`config.mk`:
```
export PLATFORM = sky130hd
export DESIGN_NAME = mig_ram
export DESIGN_NICKNAME = d
export VERILOG_FILES = /design/src/rtl/core/masked_image_gradient_unit_defines.svh /design/src/rtl/core/mig_ram.sv
export SDC_FILE = /design/constraint.sdc
export NUM_CORES = 1
export LEC_CHECK = 0
export BUFFER_PORTS_ARGS = -buffer_cell sky130_fd_sc_hd__buf_2
export CORE_AREA = 5 5 171 107
export CTS_BUF_LIST = sky130_fd_sc_hd__clkbuf_4
export DETAILED_ROUTE_END_ITERATION = 10
export DIE_AREA = 0 0 176 112
export SLEW_MARGIN = 20
export SYNTH_ARGS = -nofsm -noshare
export SYNTH_HDL_FRONTEND = slang
export SYNTH_SLANG_ARGS = --single-unit
```
`constraint.sdc`:
```
create_clock -name i_clk -period 3 [get_ports i_clk]
set_input_delay 0.6 -clock i_clk [delete_from_list [all_inputs] [get_ports i_clk]]
set_output_delay 0.6 -clock i_clk [all_outputs]
set_load 0.1 [all_outputs]
```
`src/rtl/core/masked_image_gradient_unit_defines.svh`:
```
// Assertion helpers shared by the gradient unit.
`ifndef MASKED_IMAGE_GRADIENT_UNIT_DEFINES_SVH
`define MASKED_IMAGE_GRADIENT_UNIT_DEFINES_SVH

// Same-cycle implication, disabled during reset.
`define MIG_ASSERT_IMP(label, clk, rst_n, ante, cons) \
    label: assert property (@(posedge clk) disable iff (!rst_n) (ante) |-> (cons)) \
        else $error("mig: same-cycle check failed");

// Next-cycle implication, disabled during reset.
`define MIG_ASSERT_NXT(label, clk, rst_n, ante, cons) \
    label: assert property (@(posedge clk) disable iff (!rst_n) (ante) |=> (cons)) \
        else $error("mig: next-cycle check failed");

`endif

```
`src/rtl/core/mig_ram.sv`:
```
`timescale 1ns / 1ps

module mig_ram #(
    parameter int WIDTH = 8,
    parameter int DEPTH = 16,
    localparam int AW = $clog2(DEPTH)
) (
    input  logic             i_clk,
    input  logic             i_we,
    input  logic [AW-1:0]    i_wa,
    input  logic [WIDTH-1:0] i_wd,
    input  logic             i_re,
    input  logic [AW-1:0]    i_ra0,
    input  logic [AW-1:0]    i_ra1,
    output logic [WIDTH-1:0] o_rd0,
    output logic [WIDTH-1:0] o_rd1
);

    logic [WIDTH-1:0] r_mem [DEPTH];
    logic [WIDTH-1:0] r_rd0;
    logic [WIDTH-1:0] r_rd1;

    // Read returns the old word on a same-address write.
    always_ff @(posedge i_clk) begin
        if (i_we) begin
            r_mem[i_wa] <= i_wd;
        end
        if (i_re) begin
            r_rd0 <= r_mem[i_ra0];
            r_rd1 <= r_mem[i_ra1];
        end
    end

    assign o_rd0 = r_rd0;
    assign o_rd1 = r_rd1;

endmodule

```
==> results.txt, run 1 <==
Cell Int Power: 3020 µW
DP Wirelength: 10300 µm
overall power: 4030 µW
combinational power share: 11.6%
Fill cells: 1452
CP Data Required Time: 2.40 ns
number of buffers created by CTS: 17
hold_buf cts: 0
worst skew pair latency: 0.51 ns
area of the die: 19700 µm²
Worst Skew: 0.0188 ns
share of cells above drive strength 1: 33.9%
routed len/inst: 26.0 µm
RSZ-0062 raised after global routing: false
P_sw: 1010 µW
CP Max Fanout: 1
clock tree sinks: 144
CTS root buffer: clkbuf_4
Final Max Slew Viols: 0
Post-synth EDFFs: 144
Post-synth top cells: edfxtp_1 (144), mux4_2 (34), a22oi_1 (32)
Crit path arrival time: 1.37 ns
CTS tree: built
Peak VDD IR: 0.000303 V
Hold Path Sink: r_mem[11][0]$_DFFE_PP_
top-count cell post-synth: edfxtp_1
Initial DRT Pass Iterations: 5
library cells used by synthesis: 19
Synth top area share: 66.5%
part of the power in registers: 57.0%
Crit Path Class: register to output pin
cell count after synthesis: 307
CP peak stage delay: 0.45 ns
dpl cells: 563
post-synth top area cell: edfxtp_1
ys async rst share: 0%
Nets: 391
Antenna diodes: 0
largest cells by area after synthesis: edfxtp_1 (66%), mux4_2 (12%), mux4_1 (11%)
post-CTS sizing: 0
Min-Delay Path Class: primary input to register
maximum root-to-sink buffer count: 2
CP max-delay cell: buf_2
post-route minimum period: 1.97 ns
f_max: 0.507 GHz
Site Rows: 37
Total Neg Setup Slack: 0 ns
Worst Max-Slew Pin Slew: 0.916 ns
DRT antenna net count: 0
final WL: 15400 µm
DRC violations left: 0
crit-path cells: buf_2
Core Area: 16700 µm²
hold wc startpoint: i_wd[0]
gpl congestion: 0.759
FF+latch count, synth: 144
Clock Pin Slew Worst Setup and Hold Paths: 0.12 ns
clock share of power: 31.4%
post-synthesis sequential area ratio: 66.5%
MaxCap Viol Count: 0
R2R cell count: 3
postcts setup bufs: 0
status: finished clean
part of the cycle the worst path needs: 65.8%
via/cell ratio: 5.93
hold depth: 1
R2R setup slack: 1.41 ns
Post-Syn Nets: 330
initial antenna violation count: 0
Die Ht: 112 µm
worst slew margin relative to its limit: 38.7%
Initial Util: 39.0%
Worst setup SP type: register
family with the most delay on the worst path: buffers and inverters
Global Route Usage Sum: 16.0%
detailed-route via count: 3523
Syn. warnings: 0
pin count of the biggest net entering global routing: 33
vias in the first global route: 3643
Die X: 176 µm
buffers plus inverters on the worst setup path: 1
area added between synthesis and finish: 12.2%
top_reg_cell synth: edfxtp_1
worst flop-to-flop path startpoint: r_mem[2][7]$_DFFE_PP_
Synth Area per Inst: 21.2 µm²
GR Overflow Total: 0
synthesized cell area: 6510 µm²
input/output buffers: 38
Final Hold Violating Endpoints: 0
I/O pins: 39
critical path capture point type: output pin
first-pass GRT wire length: 23000 µm
final cell count without fillers: 594
Initial DRC Count: 355
Pleak: 0.00247 µW
sw frac: 25.0%
reg2reg end: o_rd1[7]$_DFFE_PP_
power per cell area: 552 nW/µm²
final setup fails: 0
H-tree Lvls: 4
## cell type report
type                       count  area (µm²)  area share (%)
clock inverter                11         141            1.94
clock buffer                  20         150            2.06
tap                          214         268            3.67
timing repair buffer          62         408            5.59
multi-input combinational    143        2010            27.5
sequential                   144        4320            59.2
## sequential cells by signal, summed over array words and instances, names as in the netlist
signal,cells
r_mem,128
o_rd1,8
o_rd0,8
## cells in the final DEF (no fill, tap or decap)
master,count
nand3b_1,2
buf_4,21
nor2_1,14
and2_1,2
clkinvlp_4,2
clkinv_1,1
nand3_1,1
nor2b_1,2
mux4_4,2
clkinv_4,2
a22oi_1,32
edfxtp_1,144
mux4_1,28
nor3_1,4
and2b_1,2
mux4_2,34
buf_2,38
clkinv_2,3
bufinv_16,3
nand2_1,17
or3b_2,1
buf_12,3
clkbuf_4,20
nand2b_1,2
## power by group through the flow
stage | Clock, µW | Sequential, µW | Combinational, µW
floorplan | 0 | 2470 | 203
global placement | 0 | 2340 | 467
detailed placement | 0 | 2340 | 472
CTS | 1300 | 2300 | 473
global route | 1400 | 2300 | 492
finish | 1270 | 2300 | 468
## kinds of logic (layout without fill, tap and decap cells)
logic type,after synthesis,in the layout,synth area share (%)
AOI/OAI and AO/OA,32,32,3.69
buffers and inverters,20,93,2.65
DFF,144,144,66.5
muxes,64,64,23.8
and+or+nand+nor,47,47,3.35
## metal layers
layer	vias to the layer above	GRT usage, %	part of all wire [%]
li1	1476	-	-
met1	1879	24.0	45
met2	155	23.7	45
met3	13	3.80	8.9
met4	0	3.74	0.97
met5	-	0	0
## through the flow
step	setup WS [ns]	hold slack (ns)	utilization (%)	area (µm²)
2_1_floorplan	0.907	0.699	-	6510
5_1_grt	0.953	0.406	43.8	7300
4_1_cts	0.993	0.420	43.8	7300
3_5_place_dp	0.543	0.761	42.1	7010
3_3_place_gp	0.588	0.755	42.1	7010
6_report	1.03	0.453	43.8	7300
## worst max-delay path by stage
stage	startpoint	endpoint	slack (ns)	depth (start not counted)
global route	o_rd0[4]$_DFFE_PP_	o_rd0[4]	0.95	1
global placement	i_ra0[0]	o_rd0[4]$_DFFE_PP_	0.59	5
floorplan	i_wa[2]	r_mem[0][0]$_DFFE_PP_	0.91	2
CTS	o_rd1[4]$_DFFE_PP_	o_rd1[4]	0.99	1
detailed placement	i_ra0[0]	o_rd0[4]$_DFFE_PP_	0.54	5
finish	o_rd0[4]$_DFFE_PP_	o_rd0[4]	1.03	1
(Power assumes the default switching activity.)
==> run 2: changes to the inputs <==
- ABC_AREA: unset -> 1
- CORE_AREA: 5 5 171 107 -> 5 5 182 114
- DIE_AREA: 0 0 176 112 -> 0 0 187 119
- clock period: 3 -> 1.7 ns (I/O delays scaled with it)
==> run 2 against run 1 <==
  * Combinational power increased by 130%
  * Via count increased by 72%
  * Global-route usage increased by 4.4 points
  * Final cell count increased by 94%
  * Hold slack got worse by 0.27 ns
  * Largest cell class unchanged
==> results.txt, run 2 <==
status: finished clean
hold_buf cts: 0 (unchanged)
worst slew margin relative to its limit: 55.5% (+17 points)
family with the most delay on the worst path: flip-flops
via/cell ratio: 5.26 (-11%)
Synth Area per Inst: 8.72 µm² (-59%)
Syn. warnings: 0 (unchanged)
f_max: 0.608 GHz
CP Max Fanout: 1 (unchanged)
Crit Path Class: register to output pin
post-synth top area cell: edfxtp_1
DP Wirelength: 15000 µm (+45%)
Worst Max-Slew Pin Slew: 0.666 ns (-0.250 ns)
largest register by flop count: r_mem
pin count of the biggest net entering global routing: 43 (+30%)
final setup fails: 0 (unchanged)
Initial Util: 39.6% (+0.56 points)
CP peak stage delay: 0.50 ns (+0.05 ns)
Hold WS: 0.182 ns (-0.271 ns)
part of the cycle the worst path needs: 96.8%
MaxCap Viol Count: 0 (unchanged)
top_reg_cell synth: edfxtp_1
Worst Skew: 0.0233 ns (+0.00449 ns)
RSZ-0062 raised after global routing: false
Post-Syn Nets: 874 (+160%)
GR Overflow Total: 0 (unchanged)
maximum root-to-sink buffer count: 2 (unchanged)
Initial DRC Count: 770 (+120%)
Total Neg Setup Slack: 0 ns (unchanged)
final WL: 22400 µm (+45%)
critical path capture point type: output pin
CP max-delay cell: edfxtp_1
DRT antenna net count: 0 (unchanged)
Initial DRT Pass Iterations: 7 (+2)
Core Area: 18700 µm² (+12%)
CTS root buffer: clkbuf_4
Clock Pin Slew Worst Setup and Hold Paths: 0.12 ns (about the same)
area added between synthesis and finish: 10.8%
share of cells above drive strength 1: 11.6% (-22 points)
number of buffers created by CTS: 17 (unchanged)
Crit path arrival time: 1.31 ns (-0.06 ns)
most common cell after layout, fill and taps aside: nand2_1
post-synthesis sequential area ratio: 58.3% (-8.2 points)
I/O pins: 39 (unchanged)
power per cell area: 863 nW/µm² (+56%)
FF+latch count, synth: 144 (unchanged)
ys async rst share: 0% (unchanged)
Synth top area share: 58.3% (-8.2 points)
Die X: 187 µm (+6.3%)
Final Hold Violating Endpoints: 0 (unchanged)
most frequent cells in the layout: nand2_1 (277), nand3_1 (225), edfxtp_1 (144)
largest cells by area after synthesis: edfxtp_1 (58%), nand3_1 (15%), nand2_1 (14%)
Worst setup SP type: register
post-route minimum period: 1.65 ns
Min-Delay Path Class: primary input to register
library cells used by synthesis: 12 (-7)
synthesized cell area: 7420 µm² (+14%)
max FFs per register: 128 (unchanged)
crit-path cells: buf_6
Peak VDD IR: 0.000440 V (+45%)
Fill cells: 1852 (+28%)
Final Max Slew Viols: 0 (unchanged)
Nets: 918 (+130%)
Post-synth top cells: nand2_1 (277), nand3_1 (225), edfxtp_1 (144)
clock tree sinks: 144 (unchanged)
H-tree Lvls: 4 (unchanged)
Pleak: 0.00367 µW (+49%)
initial antenna violation count: 0 (unchanged)
cell count after synthesis: 851 (+180%)
CP Data Required Time: 1.36 ns (-1.04 ns)
Antenna diodes: 0 (unchanged)
Die Ht: 119 µm (+6.3%)
area of the die: 22300 µm² (+13%)
first-pass GRT wire length: 34600 µm (+50%)
R2R setup slack: 0.47 ns (-0.94 ns)
vias in the first global route: 5828 (+60%)
input/output buffers: 38 (unchanged)
routed len/inst: 19.5 µm (-25%)
buffers plus inverters on the worst setup path: 1 (unchanged)
detailed-route via count: 6063 (+72%)
CTS tree: built
gpl congestion: 0.910 (+20%)
top-count cell post-synth: nand2_1
Global Route Usage Sum: 20.3% (+4.4 points)
Site Rows: 39 (+5.4%)
DRC violations left: 0 (unchanged)
Post-synth EDFFs: 144 (unchanged)
worst skew pair latency: 0.54 ns (+0.03 ns)
-- run 2: stage by stage --
stage	power (µW)	instances	utilization, %	setup WS [ns]	area [µm²]
floorplan	4850	851	-	0.409	7420
finish	7100	1153	43.9	0.0549	8220
global route	7400	1153	43.9	0.00176	8220
CTS	7140	1153	43.8	0.00101	8200
detailed placement	5190	1122	42.3	0.104	7940
global placement	5180	1122	42.3	0.0893	7940
-- run 2: area by class of cell --
type	count	area (µm²)	share of cell area, %
Clock buffer	18	135	1.64
Clock inverter	13	98.8	1.20
Inverter	138	518	6.30
Multi-Input combinational cell	521	2240	27.3
Sequential cell	144	4320	52.6
Tap cell	246	308	3.74
Timing Repair Buffer	73	596	7.24
-- run 2: worst paths after layout --
| check | start | end | depth (start not counted) |
|---|---|---|---|
| worst min-delay path | i_wd[3] | r_mem[5][3]$_DFFE_PP_ | 1 |
| worst min register to register | r_mem[9][3]$_DFFE_PP_ | o_rd1[3]$_DFFE_PP_ | 6 |
| worst max-delay path | o_rd1[1]$_DFFE_PP_ | o_rd1[1] | 1 |
| worst max register to register | r_mem[2][4]$_DFFE_PP_ | o_rd0[4]$_DFFE_PP_ | 6 |
-- run 2: power breakdown --
group | switching (µW) | internal [µW]
clock | 1240 | 708
sequential | 47.7 | 4010
combinational | 802 | 284
total | 2090 | 5000
-- run 2: repair_timing --
item / in CTS / in global routing
gates resized for setup: 13 / 6
setup buffers: 0 / 0
endpoints found under the setup margin: 12 / 6
-- run 2: logic make-up (layout without fill, tap and decap cells) --
logic type | count (synthesis) | count (layout) | share of synthesized area (%)
flops | 144 | 144 | 58.3
buf+inv | 186 | 242 | 11.5
simple gates | 521 | 521 | 30.3
-- run 2: metal layers --
| metal | global-route usage, % | vias up | routed length, µm |
|---|---|---|---|
| met5 | 0 | - | 0 |
| met4 | 5.08 | 0 | 302 |
| met3 | 6.87 | 35 | 2890 |
| met2 | 27.3 | 394 | 8730 |
| met1 | 31.2 | 2792 | 10500 |
| li1 | - | 2842 | - |
==> run 3: changes to the inputs <==
--- a/config.mk
+++ b/config.mk
@@ -12,4 +12,5 @@
 export DETAILED_ROUTE_END_ITERATION = 10
 export DIE_AREA = 0 0 187 119
+export GPL_TIMING_DRIVEN = 0
 export SLEW_MARGIN = 20
 export SYNTH_ARGS = -nofsm -noshare
==> constraint.sdc (replaced) <==
create_clock -name i_clk -period 1.7 [get_ports i_clk]
set_input_delay 0.17 -clock i_clk [delete_from_list [all_inputs] [get_ports i_clk]]
set_output_delay 0.17 -clock i_clk [all_outputs]
set_load 0.1 [all_outputs]
==> run 3 against run 2 <==
  * Clock skew grew 0.0095 ns
  * Core utilization shrank 0.29 points
  * Critical path type unchanged
  * Global-route usage grew 4.0 points
==> results.txt, run 3 (synthesis results as in run 2) <==
Min-Delay Path Class: primary input to register
DRC violations left: 0 (unchanged)
DP Wirelength: 19100 µm (+27%)
H-tree Lvls: 4 (unchanged)
Crit path arrival time: 1.39 ns (+0.08 ns)
Site Rows: 39 (unchanged)
critical path capture point type: output pin
hold depth: 1 (unchanged)
R2R cell count: 6 (unchanged)
CP max-delay cell: buf_2
area of the die: 22300 µm² (unchanged)
Clock Pin Slew Worst Setup and Hold Paths: 0.14 ns (+0.02 ns)
Crit Path Class: register to output pin
Fill cells: 1920 (+3.7%)
CTS root buffer: clkbuf_4
Final Max Slew Viols: 0 (unchanged)
pin count of the biggest net entering global routing: 17 (-60%)
Worst Max-Slew Pin Slew: 1.06 ns (+0.389 ns)
area added between synthesis and finish: 10.1%
max FFs per register: 128 (unchanged)
initial antenna violation count: 0 (unchanged)
Top Metal Used: met4
Pleak: 0.00365 µW (-0.54%)
most frequent cells in the layout: nand2_1 (277), nand3_1 (225), edfxtp_1 (144)
Die Ht: 119 µm (unchanged)
DP Area: 7890 µm² (-0.60%)
R2R setup slack: 0.28 ns (-0.19 ns)
first-pass GRT wire length: 39400 µm (+14%)
clock tree sinks: 144 (unchanged)
postcts setup bufs: 0 (unchanged)
most common cell after layout, fill and taps aside: nand2_1
Total Neg Setup Slack: 0 ns (unchanged)
power per cell area: 908 nW/µm² (+5.3%)
Initial DRT Pass Iterations: 9 (+2)
Antenna diodes: 0 (unchanged)
MaxCap Viol Count: 0 (unchanged)
metal2 WL: 10000 µm (+15%)
cell depth of the worst setup path: 1 (unchanged)
part of the cycle the worst path needs: 91.7% (-5.1 points)
family with the most delay on the worst path: buffers and inverters
number of buffers created by CTS: 17 (unchanged)
CP Data Required Time: 1.53 ns (+0.17 ns)
Routed met3 length: 4290 µm (+49%)
Worst Skew: 0.0327 ns (+0.00947 ns)
Initial DRC Count: 1022 (+33%)
buffers plus inverters on the worst setup path: 1 (unchanged)
worst skew pair latency: 0.58 ns (+0.04 ns)
gpl congestion: 0.986 (+8.3%)
CP peak stage delay: 0.43 ns (-0.07 ns)
DRT antenna net count: 0 (unchanged)
Setup crit end: o_rd0[7]
CTS tree: built
post-route minimum period: 1.56 ns (-0.0865 ns)
input/output buffers: 32 (-16%)
M1 WL: 12100 µm (+15%)
f_max: 0.642 GHz (+5.5%)
reg2reg end: o_rd0[2]$_DFFE_PP_
CP Max Fanout: 1 (unchanged)
final WL: 26900 µm (+20%)
hold wc startpoint: i_wd[4]
worst slew margin relative to its limit: 29.4% (-26 points)
Nets: 926 (+0.87%)
Final Hold Violating Endpoints: 0 (unchanged)
Initial Util: 39.6% (unchanged)
crit path launch: o_rd0[7]$_DFFE_PP_
post-CTS sizing: 0 (-13)
Worst setup SP type: register
vias in the first global route: 6004 (+3.0%)
overall power: 7420 µW (+4.6%)
GR Overflow Total: 0 (unchanged)
status: finished clean
maximum root-to-sink buffer count: 2 (unchanged)
hold_buf cts: 1 (+1)
largest register by flop count: r_mem
Die X: 187 µm (unchanged)
final setup fails: 0 (unchanged)
detailed-route via count: 6379 (+5.2%)
Core Area: 18700 µm² (unchanged)
I/O pins: 39 (unchanged)
share of cells above drive strength 1: 11.9% (+0.32 points)
routed len/inst: 23.2 µm (+19%)
RSZ-0062 raised after global routing: false
Multi-input gate area: 2250 µm² (+0.11%)
via/cell ratio: 5.49 (+4.4%)
worst flop-to-flop path startpoint: r_mem[15][2]$_DFFE_PP_
Global Route Usage Sum: 24.3% (+4.0 points)
post-layout instance area: 8170 µm² (-0.67%)
Sequential Area: 4320 µm² (unchanged)
crit-path cells: buf_2
Peak VDD IR: 0.000401 V (-8.9%)
run 3: worst min-delay path by stage:
stage / end / slack, ns
2_1_floorplan: r_mem[0][0]$_DFFE_PP_ / 0.27
3_5_place_dp: r_mem[1][3]$_DFFE_PP_ / 0.63
4_1_cts: r_mem[1][4]$_DFFE_PP_ / 0.01
5_1_grt: r_mem[14][4]$_DFFE_PP_ / 0.003
6_report: r_mem[14][4]$_DFFE_PP_ / 0.04
3_3_place_gp: r_mem[0][3]$_DFFE_PP_ / 0.63
run 3: cell type report:
type	instances	share of cell area, %
well taps	246	3.77
repair buffers	33	2.08
inverters	138	6.34
clock buffers	20	1.84
clock inverters	12	1.46
flip-flops and latches	144	52.9
multi-input cells	521	27.5
plain buffers	48	4.07
run 3: where the power goes:
part | internal, µW | switching (µW)
Clock | 902 | 1290
Sequential | 4010 | 21.2
Combinational | 262 | 936
Total | 5170 | 2240
run 3: per-layer routing:
layer / GRT usage, % / vias up
met1: 37.3 / 3015
li1: - / 2863
met2: 30.8 / 462
met4: 6.19 / 0
met3: 10.4 / 39
met5: 0 / -
run 3: stage by stage:
stage               util (%)  worst slack (ns)  cells  hold slack, ns
finish                  43.6             0.141   1162          0.0395
global route            43.6            0.0800   1162         0.00326
floorplan                  -             0.579    851           0.269
global placement        42.1           -0.0918   1129           0.625
detailed placement      42.1            -0.193   1129           0.632
CTS                     43.6             0.125   1162          0.0109
